### config.mk
export PLATFORM = sky130hd
export DESIGN_NAME = crc16_packet_deframer
export DESIGN_NICKNAME = d
export VERILOG_FILES = /design/src/hw/rtl/cpd_pkg.sv /design/src/hw/rtl/cpd_ram.sv /design/src/hw/rtl/cpd_front.sv /design/src/hw/rtl/cpd_desc_fifo.sv /design/src/hw/rtl/cpd_back.sv /design/src/hw/rtl/crc16_packet_deframer.sv
export VERILOG_INCLUDE_DIRS = /design/src /design/src/hw/rtl
export SDC_FILE = /design/constraint.sdc
export NUM_CORES = 1
export LEC_CHECK = 0
export BUFFER_PORTS_ARGS = -buffer_cell sky130_fd_sc_hd__buf_2
export CORE_ASPECT_RATIO = 1.4
export CORE_MARGIN = 8
export CORE_UTILIZATION = 50
export DETAILED_ROUTE_END_ITERATION = 6
export GPL_TIMING_DRIVEN = 0
export PLACE_DENSITY = 0.71
export REMOVE_ABC_BUFFERS = 1
export SLEW_MARGIN = 20
export SYNTH_ARGS = -nofsm -noshare
export SYNTH_HDL_FRONTEND = slang
export SYNTH_SLANG_ARGS = --single-unit
export TNS_END_PERCENT = 20
### constraint.sdc
create_clock -name clk_i -period 3.87 [get_ports clk_i]
set_input_delay 0.774 -clock clk_i [delete_from_list [all_inputs] [get_ports clk_i]]
set_output_delay 0.774 -clock clk_i [all_outputs]
set_load 0.1 [all_outputs]
### src/hw/rtl/crc16_packet_deframer_defines.svh
// ----------------------------------------------------------------------------
// CRC-16 packet deframer assertion macros
// Shared concurrent assertion forms, clocked on clk_i and gated by rst_ni.
// ----------------------------------------------------------------------------
`ifndef CRC16_PACKET_DEFRAMER_DEFINES_SVH
`define CRC16_PACKET_DEFRAMER_DEFINES_SVH

// Check that a property holds at every clock edge out of reset.
`define CPD_ASSERT(label, prop, msg) \
  label: assert property (@(posedge clk_i) disable iff (!rst_ni) (prop)) else $error(msg);

// Check that a condition never occurs out of reset.
`define CPD_ASSERT_NEVER(label, cond, msg) \
  label: assert property (@(posedge clk_i) disable iff (!rst_ni) !(cond)) else $error(msg);

`endif

### src/hw/rtl/cpd_pkg.sv
// ----------------------------------------------------------------------------
// CRC-16 packet deframer package
// Shared constants, interface structs and the CRC-16/CCITT-FALSE byte update.
// ----------------------------------------------------------------------------
`default_nettype none

package cpd_pkg;

  // Default payload buffer depth per slot
  localparam int unsigned PAYLOAD_DEPTH_DEF = 64;

  // Field widths
  localparam int unsigned BYTE_W  = 8;
  localparam int unsigned LEN_W   = 7;
  localparam int unsigned TYPE_W  = 2;
  localparam int unsigned INDEX_W = 6;
  localparam int unsigned CRC_W   = 16;
  localparam int unsigned REG_W   = 2;
  localparam int unsigned MAX_OUT = 64;

  // Framing bytes
  localparam logic [BYTE_W-1:0] SYNC_BYTE     = 8'hFA;
  localparam logic [BYTE_W-1:0] TYPE_RAW_BYTE = 8'h10;
  localparam logic [BYTE_W-1:0] TYPE_NAV_BYTE = 8'h20;
  localparam logic [BYTE_W-1:0] TYPE_ACK_BYTE = 8'h80;

  // Packet type codes on the result side
  localparam logic [TYPE_W-1:0] PKT_RAW = 2'd0;
  localparam logic [TYPE_W-1:0] PKT_NAV = 2'd1;
  localparam logic [TYPE_W-1:0] PKT_ACK = 2'd2;

  // Configuration register indexes
  localparam logic [REG_W-1:0] REG_RAW_LEN = 2'd0;
  localparam logic [REG_W-1:0] REG_NAV_LEN = 2'd1;
  localparam logic [REG_W-1:0] REG_ACK_LEN = 2'd2;

  // Register reset values
  localparam logic [LEN_W-1:0] RAW_LEN_RST = 7'd16;
  localparam logic [LEN_W-1:0] NAV_LEN_RST = 7'd10;
  localparam logic [LEN_W-1:0] ACK_LEN_RST = 7'd12;

  // CRC-16/CCITT-FALSE
  localparam logic [CRC_W-1:0] CRC_POLY = 16'h1021;
  localparam logic [CRC_W-1:0] CRC_INIT = 16'hFFFF;

  // One good packet waiting for replay
  typedef struct packed {
    logic              slot;
    logic [TYPE_W-1:0] ptype;
    logic [LEN_W-1:0]  len;
  } desc_t;

  // Slot handed back by the replay side
  typedef struct packed {
    logic valid;
    logic slot;
  } release_t;

  // Fold one byte into the running CRC, MSB first
  function automatic logic [CRC_W-1:0] crc_update(logic [CRC_W-1:0] crc,
                                                  logic [BYTE_W-1:0] data);
    logic [CRC_W-1:0] c;
    c = crc ^ {data, 8'h00};
    for (int i = 0; i < 8; i++) begin
      if (c[CRC_W-1]) begin
        c = {c[CRC_W-2:0], 1'b0} ^ CRC_POLY;
      end else begin
        c = {c[CRC_W-2:0], 1'b0};
      end
    end
    return c;
  endfunction

endpackage

`default_nettype wire

### src/hw/rtl/cpd_ram.sv
// ----------------------------------------------------------------------------
// Generic simple dual-port RAM
// One write port, one read port with registered read data.
// ----------------------------------------------------------------------------
`default_nettype none

module cpd_ram #(
  parameter int unsigned WIDTH = 8,
  parameter int unsigned DEPTH = 128,
  localparam int unsigned AW   = $clog2(DEPTH)
) (
  input  wire logic             clk_i,
  input  wire logic             we_i,
  input  wire logic [AW-1:0]    waddr_i,
  input  wire logic [WIDTH-1:0] wdata_i,
  input  wire logic             re_i,
  input  wire logic [AW-1:0]    raddr_i,
  output logic      [WIDTH-1:0] rdata_o
);

  logic [WIDTH-1:0] mem_q [DEPTH];

  // Write the array, register the read
  always_ff @(posedge clk_i) begin
    if (we_i) begin
      mem_q[waddr_i] <= wdata_i;
    end
    if (re_i) begin
      rdata_o <= mem_q[raddr_i];
    end
  end

endmodule

`default_nettype wire

### src/hw/rtl/cpd_front.sv
// ----------------------------------------------------------------------------
// CRC-16 packet deframer front end
// Parses the byte stream, stores payload into a free buffer slot, checks the
// CRC and posts good packets to the replay queue.
// ----------------------------------------------------------------------------
`default_nettype none

`include "crc16_packet_deframer_defines.svh"

module cpd_front #(
  parameter int unsigned PAYLOAD_DEPTH = cpd_pkg::PAYLOAD_DEPTH_DEF,
  localparam int unsigned IDX_W        = $clog2(PAYLOAD_DEPTH)
) (
  input  wire logic                          clk_i,
  input  wire logic                          rst_ni,
  // configuration
  input  wire logic                          cfg_we_i,
  input  wire logic [cpd_pkg::REG_W-1:0]     cfg_idx_i,
  input  wire logic [cpd_pkg::LEN_W-1:0]     cfg_wdata_i,
  // byte stream
  input  wire logic                          push_i,
  input  wire logic [cpd_pkg::BYTE_W-1:0]    rx_byte_i,
  output logic                               full_o,
  // payload store write
  output logic                               we_o,
  output logic [IDX_W:0]                     waddr_o,
  output logic [cpd_pkg::BYTE_W-1:0]         wdata_o,
  // replay queue
  output logic                               desc_push_o,
  output cpd_pkg::desc_t                     desc_o,
  input  wire cpd_pkg::release_t             release_i
);

  localparam int unsigned CAP = (PAYLOAD_DEPTH < cpd_pkg::MAX_OUT) ?
                                PAYLOAD_DEPTH : cpd_pkg::MAX_OUT;
  localparam logic [cpd_pkg::LEN_W-1:0] CAP_LEN = cpd_pkg::LEN_W'(CAP);
  localparam logic [cpd_pkg::LEN_W-1:0] ONE_LEN = cpd_pkg::LEN_W'(1);

  typedef enum logic [4:0] {
    ST_HUNT  = 5'b00001,
    ST_TYPE  = 5'b00010,
    ST_DATA  = 5'b00100,
    ST_CRCLO = 5'b01000,
    ST_CRCHI = 5'b10000
  } state_e;

  state_e                         state_q, state_d;
  logic [cpd_pkg::TYPE_W-1:0]     type_q, type_d;
  logic [cpd_pkg::LEN_W-1:0]      cnt_q, cnt_d;
  logic [cpd_pkg::LEN_W-1:0]      len_q, len_d;
  logic [cpd_pkg::CRC_W-1:0]      crc_q, crc_d;
  logic [cpd_pkg::BYTE_W-1:0]     crc_lo_q, crc_lo_d;
  logic                           ws_q, ws_d;
  logic [1:0]                     busy_q, busy_d;
  logic [cpd_pkg::LEN_W-1:0]      raw_len_q, nav_len_q, ack_len_q;

  logic                           accept;
  logic                           type_ok;
  logic [cpd_pkg::LEN_W-1:0]      sel_len;
  logic [cpd_pkg::LEN_W-1:0]      clamp_len;
  logic [cpd_pkg::LEN_W+IDX_W-1:0] cnt_ext;
  logic                           crc_good;

  // Hold off payload bytes while the target slot still holds a packet for replay
  assign full_o = (state_q == ST_DATA) && busy_q[ws_q];
  assign accept = push_i && !full_o;

  // Configuration registers
  always_ff @(posedge clk_i or negedge rst_ni) begin
    if (!rst_ni) begin
      raw_len_q <= cpd_pkg::RAW_LEN_RST;
      nav_len_q <= cpd_pkg::NAV_LEN_RST;
      ack_len_q <= cpd_pkg::ACK_LEN_RST;
    end else if (cfg_we_i) begin
      case (cfg_idx_i)
        cpd_pkg::REG_RAW_LEN: raw_len_q <= cfg_wdata_i;
        cpd_pkg::REG_NAV_LEN: nav_len_q <= cfg_wdata_i;
        cpd_pkg::REG_ACK_LEN: ack_len_q <= cfg_wdata_i;
        default: ;
      endcase
    end
  end

  // Decode the type byte and pick its length
  always_comb begin
    type_ok = 1'b1;
    type_d  = type_q;
    sel_len = raw_len_q;
    case (rx_byte_i)
      cpd_pkg::TYPE_RAW_BYTE: begin
        type_d  = cpd_pkg::PKT_RAW;
        sel_len = raw_len_q;
      end
      cpd_pkg::TYPE_NAV_BYTE: begin
        type_d  = cpd_pkg::PKT_NAV;
        sel_len = nav_len_q;
      end
      cpd_pkg::TYPE_ACK_BYTE: begin
        type_d  = cpd_pkg::PKT_ACK;
        sel_len = ack_len_q;
      end
      default: type_ok = 1'b0;
    endcase
  end

  // Saturate the length into one slot
  always_comb begin
    if (sel_len == '0) begin
      clamp_len = ONE_LEN;
    end else if (sel_len > CAP_LEN) begin
      clamp_len = CAP_LEN;
    end else begin
      clamp_len = sel_len;
    end
  end

  assign crc_good = ({rx_byte_i, crc_lo_q} == crc_q);

  // Payload store write port
  assign cnt_ext = {{IDX_W{1'b0}}, cnt_q};
  assign we_o    = accept && (state_q == ST_DATA);
  assign waddr_o = {ws_q, cnt_ext[IDX_W-1:0]};
  assign wdata_o = rx_byte_i;

  // Queue entry for a good packet
  assign desc_push_o = accept && (state_q == ST_CRCHI) && crc_good;
  assign desc_o      = '{slot: ws_q, ptype: type_q, len: len_q};

  // Advance the parser
  always_comb begin
    state_d  = state_q;
    cnt_d    = cnt_q;
    len_d    = len_q;
    crc_d    = crc_q;
    crc_lo_d = crc_lo_q;
    ws_d     = ws_q;
    if (accept) begin
      case (state_q)
        ST_HUNT: begin
          if (rx_byte_i == cpd_pkg::SYNC_BYTE) begin
            state_d = ST_TYPE;
          end
        end
        ST_TYPE: begin
          if (type_ok) begin
            len_d   = clamp_len;
            cnt_d   = '0;
            crc_d   = cpd_pkg::CRC_INIT;
            state_d = ST_DATA;
          end else begin
            state_d = ST_HUNT;
          end
        end
        ST_DATA: begin
          crc_d = cpd_pkg::crc_update(crc_q, rx_byte_i);
          cnt_d = cnt_q + ONE_LEN;
          if (cnt_d >= len_q) begin
            state_d = ST_CRCLO;
          end
        end
        ST_CRCLO: begin
          crc_lo_d = rx_byte_i;
          state_d  = ST_CRCHI;
        end
        ST_CRCHI: begin
          state_d = ST_HUNT;
          if (crc_good) begin
            ws_d = ~ws_q;
          end
        end
        default: state_d = ST_HUNT;
      endcase
    end
  end

  // Track slot ownership
  always_comb begin
    busy_d = busy_q;
    if (release_i.valid) begin
      busy_d[release_i.slot] = 1'b0;
    end
    if (desc_push_o) begin
      busy_d[ws_q] = 1'b1;
    end
  end

  always_ff @(posedge clk_i or negedge rst_ni) begin
    if (!rst_ni) begin
      state_q  <= ST_HUNT;
      type_q   <= '0;
      cnt_q    <= '0;
      len_q    <= '0;
      crc_q    <= cpd_pkg::CRC_INIT;
      crc_lo_q <= '0;
      ws_q     <= 1'b0;
      busy_q   <= '0;
    end else begin
      state_q  <= state_d;
      if (accept && (state_q == ST_TYPE) && type_ok) begin
        type_q <= type_d;
      end
      cnt_q    <= cnt_d;
      len_q    <= len_d;
      crc_q    <= crc_d;
      crc_lo_q <= crc_lo_d;
      ws_q     <= ws_d;
      busy_q   <= busy_d;
    end
  end

  `CPD_ASSERT_NEVER(a_write_busy_slot, we_o && busy_q[ws_q], "payload write into busy slot")
  `CPD_ASSERT_NEVER(a_release_free_slot, release_i.valid && !busy_q[release_i.slot],
                    "release of a slot that is not busy")

endmodule

`default_nettype wire

### src/hw/rtl/cpd_desc_fifo.sv
// ----------------------------------------------------------------------------
// CRC-16 packet deframer replay queue
// Two-entry queue of good-packet descriptors between parser and replay.
// ----------------------------------------------------------------------------
`default_nettype none

`include "crc16_packet_deframer_defines.svh"

module cpd_desc_fifo (
  input  wire logic           clk_i,
  input  wire logic           rst_ni,
  input  wire logic           push_i,
  input  wire cpd_pkg::desc_t data_i,
  output logic                full_o,
  input  wire logic           pop_i,
  output cpd_pkg::desc_t      data_o,
  output logic                empty_o
);

  cpd_pkg::desc_t entry_q [2];
  logic           wptr_q, rptr_q;
  logic [1:0]     cnt_q;
  logic           do_push, do_pop;

  assign full_o  = (cnt_q == 2'd2);
  assign empty_o = (cnt_q == 2'd0);
  assign data_o  = entry_q[rptr_q];
  assign do_push = push_i && !full_o;
  assign do_pop  = pop_i && !empty_o;

  // Store entries
  always_ff @(posedge clk_i) begin
    if (do_push) begin
      entry_q[wptr_q] <= data_i;
    end
  end

  // Advance pointers and fill level
  always_ff @(posedge clk_i or negedge rst_ni) begin
    if (!rst_ni) begin
      wptr_q <= 1'b0;
      rptr_q <= 1'b0;
      cnt_q  <= '0;
    end else begin
      if (do_push) begin
        wptr_q <= ~wptr_q;
      end
      if (do_pop) begin
        rptr_q <= ~rptr_q;
      end
      case ({do_push, do_pop})
        2'b10:   cnt_q <= cnt_q + 2'd1;
        2'b01:   cnt_q <= cnt_q - 2'd1;
        default: cnt_q <= cnt_q;
      endcase
    end
  end

  `CPD_ASSERT_NEVER(a_push_full, push_i && full_o, "descriptor pushed into full queue")
  `CPD_ASSERT_NEVER(a_pop_empty, pop_i && empty_o, "descriptor popped from empty queue")

endmodule

`default_nettype wire

### src/hw/rtl/cpd_back.sv
// ----------------------------------------------------------------------------
// CRC-16 packet deframer replay side
// Takes good-packet descriptors and reads their payload out of the slot,
// one byte per cycle into the result register while it is free or being popped.
// ----------------------------------------------------------------------------
`default_nettype none

`include "crc16_packet_deframer_defines.svh"

module cpd_back #(
  parameter int unsigned PAYLOAD_DEPTH = cpd_pkg::PAYLOAD_DEPTH_DEF,
  localparam int unsigned IDX_W        = $clog2(PAYLOAD_DEPTH)
) (
  input  wire logic                       clk_i,
  input  wire logic                       rst_ni,
  // replay queue
  input  wire logic                       desc_empty_i,
  input  wire cpd_pkg::desc_t             desc_i,
  output logic                            desc_pop_o,
  output cpd_pkg::release_t               release_o,
  // payload store read
  output logic                            re_o,
  output logic [IDX_W:0]                  raddr_o,
  // result side (payload byte comes from the RAM read register)
  input  wire logic                       pop_i,
  output logic                            empty_o,
  output logic [cpd_pkg::TYPE_W-1:0]      packet_type_o,
  output logic [cpd_pkg::INDEX_W-1:0]     byte_index_o,
  output logic                            last_o
);

  localparam logic [cpd_pkg::LEN_W-1:0] ONE_LEN = cpd_pkg::LEN_W'(1);

  logic                            active_q;
  logic                            slot_q;
  logic [cpd_pkg::TYPE_W-1:0]      type_q;
  logic [cpd_pkg::LEN_W-1:0]       len_q;
  logic [cpd_pkg::LEN_W-1:0]       k_q;
  logic                            out_valid_q;
  logic [cpd_pkg::TYPE_W-1:0]      out_type_q;
  logic [cpd_pkg::INDEX_W-1:0]     out_idx_q;
  logic                            out_last_q;

  logic                            issue;
  logic                            is_last;
  logic [cpd_pkg::LEN_W-1:0]       k_next;
  logic [cpd_pkg::LEN_W+IDX_W-1:0] k_ext;

  // Read a byte when the result register is free or being taken
  assign issue   = active_q && (!out_valid_q || pop_i);
  assign k_next  = k_q + ONE_LEN;
  assign is_last = (k_next == len_q);
  assign k_ext   = {{IDX_W{1'b0}}, k_q};

  assign re_o       = issue;
  assign raddr_o    = {slot_q, k_ext[IDX_W-1:0]};
  assign desc_pop_o = !active_q && !desc_empty_i;
  assign release_o  = '{valid: issue && is_last, slot: slot_q};

  assign empty_o       = !out_valid_q;
  assign packet_type_o = out_type_q;
  assign byte_index_o  = out_idx_q;
  assign last_o        = out_last_q;

  // Latch descriptor, step through the slot
  always_ff @(posedge clk_i or negedge rst_ni) begin
    if (!rst_ni) begin
      active_q    <= 1'b0;
      slot_q      <= 1'b0;
      type_q      <= '0;
      len_q       <= '0;
      k_q         <= '0;
      out_valid_q <= 1'b0;
    end else begin
      if (desc_pop_o) begin
        active_q <= 1'b1;
        slot_q   <= desc_i.slot;
        type_q   <= desc_i.ptype;
        len_q    <= desc_i.len;
        k_q      <= '0;
      end else if (issue) begin
        k_q <= k_next;
        if (is_last) begin
          active_q <= 1'b0;
        end
      end
      if (issue) begin
        out_valid_q <= 1'b1;
      end else if (pop_i) begin
        out_valid_q <= 1'b0;
      end
    end
  end

  // Result side fields travel with the read
  always_ff @(posedge clk_i) begin
    if (issue) begin
      out_type_q <= type_q;
      out_idx_q  <= k_q[cpd_pkg::INDEX_W-1:0];
      out_last_q <= is_last;
    end
  end

  `CPD_ASSERT(a_index_in_range, active_q |-> (k_q < len_q), "replay index past packet end")

endmodule

`default_nettype wire

### src/hw/rtl/crc16_packet_deframer.sv
// ----------------------------------------------------------------------------
// CRC-16 packet deframer
// Hunts for sync 0xFA, decodes the type byte, stores the payload, checks
// CRC-16/CCITT-FALSE and replays good packets byte by byte.
// ----------------------------------------------------------------------------
//  Channel  | Handshake            | Payload
//  ---------+----------------------+------------------------------------------
//  config   | cfg_we_i             | cfg_idx_i, cfg_wdata_i
//  bytes in | push_i / full_o      | rx_byte_i
//  results  | pop_i / empty_o      | packet_type_o, byte_index_o,
//           |                      | payload_byte_o, last_o
//
//  One received byte is taken per cycle while full_o is low. A good packet
//  passes through the replay queue, the replay-side descriptor latch and the
//  RAM read register to the result side, one payload byte per cycle while the
//  receiver pops. Two buffer slots alternate; full_o rises on a payload byte
//  only while its slot holds a packet queued for or under replay. Reset
//  clears control state only; the payload RAM needs no clearing pass.
// ----------------------------------------------------------------------------
`default_nettype none

`include "crc16_packet_deframer_defines.svh"

module crc16_packet_deframer #(
  parameter int unsigned PAYLOAD_DEPTH = cpd_pkg::PAYLOAD_DEPTH_DEF
) (
  input  wire logic                        clk_i,
  input  wire logic                        rst_ni,
  input  wire logic                        cfg_we_i,
  input  wire logic [cpd_pkg::REG_W-1:0]   cfg_idx_i,
  input  wire logic [cpd_pkg::LEN_W-1:0]   cfg_wdata_i,
  input  wire logic                        push_i,
  input  wire logic [cpd_pkg::BYTE_W-1:0]  rx_byte_i,
  output logic                             full_o,
  input  wire logic                        pop_i,
  output logic                             empty_o,
  output logic [cpd_pkg::TYPE_W-1:0]       packet_type_o,
  output logic [cpd_pkg::INDEX_W-1:0]      byte_index_o,
  output logic [cpd_pkg::BYTE_W-1:0]       payload_byte_o,
  output logic                             last_o
);

  localparam int unsigned IDX_W     = $clog2(PAYLOAD_DEPTH);
  localparam int unsigned RAM_DEPTH = 2 ** (IDX_W + 1);

  logic                       we;
  logic [IDX_W:0]             waddr;
  logic [cpd_pkg::BYTE_W-1:0] wdata;
  logic                       re;
  logic [IDX_W:0]             raddr;
  logic                       desc_push;
  logic                       desc_pop;
  logic                       desc_full;
  logic                       desc_empty;
  cpd_pkg::desc_t             desc_in;
  cpd_pkg::desc_t             desc_out;
  cpd_pkg::release_t          rel;

  // Parse, store and check
  cpd_front #(
    .PAYLOAD_DEPTH(PAYLOAD_DEPTH)
  ) u_front (
    .clk_i,
    .rst_ni,
    .cfg_we_i,
    .cfg_idx_i,
    .cfg_wdata_i,
    .push_i,
    .rx_byte_i,
    .full_o,
    .we_o       (we),
    .waddr_o    (waddr),
    .wdata_o    (wdata),
    .desc_push_o(desc_push),
    .desc_o     (desc_in),
    .release_i  (rel)
  );

  // Good packets waiting for replay
  cpd_desc_fifo u_desc_fifo (
    .clk_i,
    .rst_ni,
    .push_i (desc_push),
    .data_i (desc_in),
    .full_o (desc_full),
    .pop_i  (desc_pop),
    .data_o (desc_out),
    .empty_o(desc_empty)
  );

  // Two payload slots
  cpd_ram #(
    .WIDTH(cpd_pkg::BYTE_W),
    .DEPTH(RAM_DEPTH)
  ) u_ram (
    .clk_i,
    .we_i   (we),
    .waddr_i(waddr),
    .wdata_i(wdata),
    .re_i   (re),
    .raddr_i(raddr),
    .rdata_o(payload_byte_o)
  );

  // Replay good packets
  cpd_back #(
    .PAYLOAD_DEPTH(PAYLOAD_DEPTH)
  ) u_back (
    .clk_i,
    .rst_ni,
    .desc_empty_i (desc_empty),
    .desc_i       (desc_out),
    .desc_pop_o   (desc_pop),
    .release_o    (rel),
    .re_o         (re),
    .raddr_o      (raddr),
    .pop_i,
    .empty_o,
    .packet_type_o,
    .byte_index_o,
    .last_o
  );

  // Slot ownership keeps the replay queue from overflowing
  `CPD_ASSERT_NEVER(a_desc_overflow, desc_push && desc_full, "good packet into full replay queue")

endmodule

`default_nettype wire

# Yosys cells after proc, flatten, opt, wreduce, memory -nomap -nowiden
# Memory sizes are Yosys's and may differ from the RTL's. A register that Yosys moved wholly into a read port is not among the register bits.
# Index checks and enable logic that the tools add are counted.
# op_classes
eq_ne	19
n_reduce_logical	41
addsub	4
order_cmp	6
bitwise	15
muxes	55
# ops
cell	count
16-bit two-way mux	15
13-bit two-way mux	8
7-bit two-way mux	5
16-bit one-hot mux with 2 select lines	1
7-bit one-hot mux with 2 select lines	2
3-bit NOT	8
5-bit one-hot mux with 4 select lines	1
16-bit == test	1
8-bit == test, second input constant	2
16-bit XOR	1
7-bit by 1-bit adder with 7-bit output, second input constant	2
1-bit logical AND	14
1-bit two-way mux	14
2-bit AND reduction	6
3-bit AND reduction	4
5-bit two-way mux	2
2-bit nonzero test	5
8-bit by 5-bit == test with 1-bit output, second input constant	1
8-bit by 6-bit == test with 1-bit output, second input constant	1
7-bit == test	1
7-bit >= comparator	1
7-bit greater-than comparator, second input constant	1
7-bit zero test	1
2-bit == test, second input constant	3
26 further kinds	40
# totals
wordCells	162
inputBits	22
out_inout_bits	19
reg_bits	91
memories	2
ram_bits	1044
# mem_list
memory	depth	width	rd	rd_ports_with_merged_regs	wr	line	text
u_ram.mem_q	128	8	1	1	1	cpd_ram.sv:21	logic [WIDTH-1:0] mem_q [DEPTH];
u_desc_fifo.entry_q	2	10	1	1	1	cpd_desc_fifo.sv:20	cpd_pkg::desc_t entry_q [2];

# Longest topological paths before layout
# depth
word_depth	33
ltp_mapped	10
depth_no_buf	9

# Cells and area by module
# From an unflattened synthesis, not the netlist that was laid out.
# hier_totals
hier_cells	2145
area_unflattened_um2	45747.6
# modules_own_cells
mod	seq_area_each_um2	n_inst	area_each_um2	cells_per_inst
cpd_ram	30989.7	1	39745.6	1635
cpd_front	1754.2	1	3806.2	357
cpd_back	745.7	1	1278.7	104
cpd_desc_fifo	700.7	1	917.1	49

# Worst setup path before layout
# OpenSTA, ideal clock, no wires.
# synth_path
path_type	register to output
start	register u_front.state_q[3]
end	output port full_o
setup_slack_ns	0.672
t_required_ns	3.096
t_arrival_ns	2.424
stages_incl_launch_ff	6
n_path_buf	2
cell_sequence	dfrtp_1 clkbuf_1 nor3_1 nand3_1 clkbuf_1 nor2_1
# synth_via
elab_chain_cells	2
# synth_rtl
item	line	text
start, declared	cpd_front.sv:47	state_e state_q, state_d;
start signal, assigned	cpd_front.sv:198	state_q <= state_d;
5-bit by 3-bit == test with 1-bit output	cpd_front.sv:65	assign full_o = (state_q == ST_DATA) && busy_q[ws_q];
1-bit logical AND	cpd_front.sv:65	
end, declared	crc16_packet_deframer.sv:34	output logic full_o,
# No other way between the ends.

# Final worst setup path
# layout_path
start	register u_front.state_q[3]
end	memory u_ram.mem_q[54][1] (enable)
# layout_via
elab_chain_cells	7
# layout_rtl
item	line	text
5-bit by 3-bit == test with 1-bit output *	cpd_front.sv:65, cpd_front.sv:121	
1-bit logical AND	cpd_front.sv:65	
1-bit zero test	cpd_front.sv:66	assign accept = push_i && !full_o;
1-bit logical AND	cpd_front.sv:66	
1-bit logical AND *	cpd_front.sv:121	assign we_o = accept && (state_q == ST_DATA);
1-bit two-way mux *	cpd_ram.sv:25	if (we_i) begin
1-bit two-way mux (implied by the code) *	cpd_ram.sv:26	mem_q[waddr_i] <= wdata_i;
end, declared	cpd_ram.sv:21	
# Mark *: on every way between the ends. The rest lies on a longest branch, timed or not.

==> out/metrics.csv <==
stage,metric,value,unit
clocking,cts_tree,built,
routing,vias,22700,
timing,fin_setup_tns,0,ns
clocking,cts_inserted_buffers,104,
layout,layout.nets,2501,
global_routing,antenna_found_initial,0,
pwr,irDropWorstVdd,505,uV
logic_synthesis,synthDistinctLibCells,64,
timing,setup_slack,0.0306,ns
timing,rsz0062_at_grt,true,
logic_synthesis,yosys_warnings,0,
pwr,p_comb_share,19.0,%
pwr,powerDensity,594,nW/um2
die,initial_core_util,50.2,%
routing,first_iter_violations,2252,
logic_synthesis,synth-async-reset-ratio,7.98,%
global_routing,grt_max_degree,107,
routing,antenna_left,0,
die,die_w,271,um
setup_path,cp.required,4.16,ns
setup_path,reg2reg_from,u_front.state_q[3],
placement,placed_area,47600,um2
routing,viasPerCell,6.04,
timing,tightest_slew,1.16,ns
setup_path,endpoint_kind,register,
die,die_y,373,um
pwr,pwr-share-clk,34.1,%
global_routing,grt_overflow,0,
placement,place.gp.congestion,0.805,
logic_synthesis,synth_edf_count,1061,
run,cap_violations,0,
setup_path,timing.rr.end,u_ram.mem_q[54][1],
die,io_pins,41,
min_path,hold_depth,2,
timing,fin_hold_ws,0.372,ns
timing,finalClockSkew,0.0264,ns
layout,finish.utilization,56.4,%
global_routing,grt_pass1_vias,24000,
logic_synthesis,synthFlopType,edfxtp_1,
layout,layout-drive-gt1-share,24.7,%
pwr,internal-power,22300,uW
timing,maxSlewViolCount,0,
timing,max_freq,260,MHz
placement,dp_slack,-0.638,ns
logic_synthesis,avgSynthCellArea,18.8,um2
pwr,seqPwrFrac,46.9,%
setup_path,path_class,reg -> reg,
min_path,hold_class,in -> reg,
routing,drcViolationCount,0,
timing,finalSetupViolations,0,
routing,wire_per_inst,25.7,um
pwr,switching_share,26.8,%
clocking,cts_buffer_depth,3,
setup_path,cp.arrival,4.13,ns
routing,firstDrtPassIters,5,
min_path,hp-start,cfg_wdata_i[4],
pwr,power_switching,8150,uW
clocking,cts_root_buf,clkbuf_16,
setup_path,cp_max_fo,16,
setup_path,worstSetupStartpointType,register,
timing,period_share,99.2,%
setup_path,worst-r2r-cell-count,5,
placement,dp_hpwl,59.2,mm
logic_synthesis,synth-seq-cells,1153,
timing,slew_headroom,22.5,%
layout,antenna_cells,0,
clocking,htreeDepth,3,
clocking,cts_setup_buffers,0,
layout,fin_area,51200,um2
clocking,clock_sink_count,1153,
routing,finalWirelength,96.4,mm
min_path,min_to,u_front.raw_len_q[4],
global_routing,grt_pass1_wl,147,mm
setup_path,rrSetupSlack,0.03,ns
die,core-area,90800,um2
timing,period_minus_slack,3.84,ns
timing,hold_viol,0,
clocking,clock_latency,0.67,ns
logic_synthesis,ys_seq_area_share,75.0,%
status,status,finished clean,
logic_synthesis,synth_area,45600,um2
pwr,p_leak,0.0163,uW
die,dieArea,101000,um2
clocking,clk_pin_slew,0.06,ns
die,rows,131,
logic_synthesis,postSynthCellCount,2429,
global_routing,grtUsageTotal,18.7,%
placement,numPortBuffers,40,
layout,syn_to_final_growth,12.4,%
-- critical path, cell delays in order (launching register included) --
cell and delay (ns):
dfrtp_1 0.48, nor3_1 0.27, nand3_1 0.55, nor3_2 0.64
nand3_2 0.75, nor2_2 0.72
-- placed cells by master, fill, tap and decap left out, drive strengths merged, types with 20 or more instances in the layout --
master  synthesis  final
a21oi          22     22
a22oi          80     80
buf            66     70
clkbuf         71    133
clkinv          0     41
dfrtp          70     70
dfstp          22     22
edfxtp       1061   1061
inv            18     22
mux2           95     95
mux2i          78     78
mux4          192    192
nand2          80     80
nand3          25     25
nor2          180    180
o21ai          88     88
o221ai         24     24
o22ai          26     26
xnor2          33     33
xor2           20     20
-- power groups by stage --
| stage | Sequential (uW) | Clock [uW] | Combinational, uW |
|---|---|---|---|
| final | 14300 | 10400 | 5790 |
| after global routing | 14300 | 10900 | 6120 |
| after CTS | 14300 | 10500 | 5830 |
| after detailed placement | 14500 | 0 | 5780 |
| after global placement | 14800 | 0 | 4480 |
| after floorplan | 15100 | 0 | 3360 |
-- synthesized netlist by cell type, drive strengths merged (10+ instances only) --
| master | count | share of area (%) |
|---|---|---|
| nand2 | 80 | 0.66 |
| a22oi | 80 | 1.3 |
| a221oi | 16 | 0.31 |
| nand3 | 25 | 0.27 |
| o22ai | 26 | 0.36 |
| o221ai | 24 | 0.46 |
| ha | 10 | 0.27 |
| xnor2 | 33 | 0.63 |
| nor3 | 15 | 0.16 |
| xor2 | 20 | 0.38 |
| dfrtp | 70 | 3.8 |
| dfstp | 22 | 1.3 |
| edfxtp | 1061 | 70 |
| a21oi | 22 | 0.24 |
| clkbuf | 71 | 0.58 |
| nor2b | 12 | 0.16 |
| nor2 | 180 | 1.5 |
| a221o | 16 | 0.35 |
| mux4 | 192 | 9.5 |
| a22o | 18 | 0.35 |
| buf | 66 | 0.78 |
| mux2i | 78 | 1.7 |
| mux2 | 95 | 2.3 |
| inv | 18 | 0.15 |
| o21ai | 88 | 0.97 |
-- worst max-delay path by stage --
stage	to	cells after the start	slack [ns]	startpoint
floorplan	u_ram.rdata_o[6]	6	-7.82	u_back.k_q[0]
global placement	u_ram.rdata_o[3]	6	-14.82	u_back.k_q[0]
detailed placement	u_ram.mem_q[4][2]	5	-0.64	u_front.state_q[3]
CTS	u_ram.mem_q[127][5]	5	-0.18	u_front.state_q[3]
global route	u_ram.mem_q[54][1]	5	-0.12	u_front.state_q[3]
finish	u_ram.mem_q[54][1]	5	0.03	u_front.state_q[3]
-- stage by stage --
stage          std cells  power, uW
4_1_cts             3756      30600
2_1_floorplan       2292      18400
3_5_place_dp        3559      20300
5_1_grt             3756      31400
6_report            3756      30400
3_3_place_gp        3529      19300
-- metal layers --
layer | vias to the layer above | GRT usage (%) | part of all wire [%]
met5 | - | 0 | 0
met4 | 0 | 7.50 | 3.9
met3 | 183 | 2.89 | 5.9
met2 | 846 | 33.2 | 53
met1 | 11800 | 22.9 | 38
li1 | 9902 | - | -
-- cells by family (layout without fill, tap and decap cells) --
group / after synthesis / after routing / share of synthesized area (%)
flip-flops: 1153 / 1153 / 75.0
adder cells (fa/ha/maj): 10 / 10 / 0.275
multiplexers: 365 / 365 / 13.6
XOR/XNOR: 54 / 54 / 1.07
AND/OR/NAND/NOR: 371 / 371 / 3.69
AO/OA/AOI/OAI: 321 / 321 / 4.87
buffers and inverters: 155 / 285 / 1.51
-- sequential cells by signal, summed over array words and instances (netlist names), 8 cells and up --
name and count:
u_desc_fifo.entry_q 20, u_ram.rdata_o 8, u_front.crc_lo_q 8, u_ram.mem_q 1024, u_front.crc_q 16
-- repair_timing --
action / CTS / global route
gates cloned: 0 / 0
setup endpoints to repair: 895 / 652
gates resized for setup: 60 / 19
hold buffers: 1 / 0
endpoints found under the hold margin: 31 / 0
-- final cells by class --
cell class / count / area [um2]
clock buffer: 133 / 2760
inverter: 18 / 67.6
tap: 1197 / 1500
fill: 6622 / 39600
sequential: 1153 / 34200
multi-input combinational: 1121 / 11000
clock inverter: 63 / 674
timing repair buffer: 71 / 1050
No activity file was read; power rests on OpenSTA's default activity.
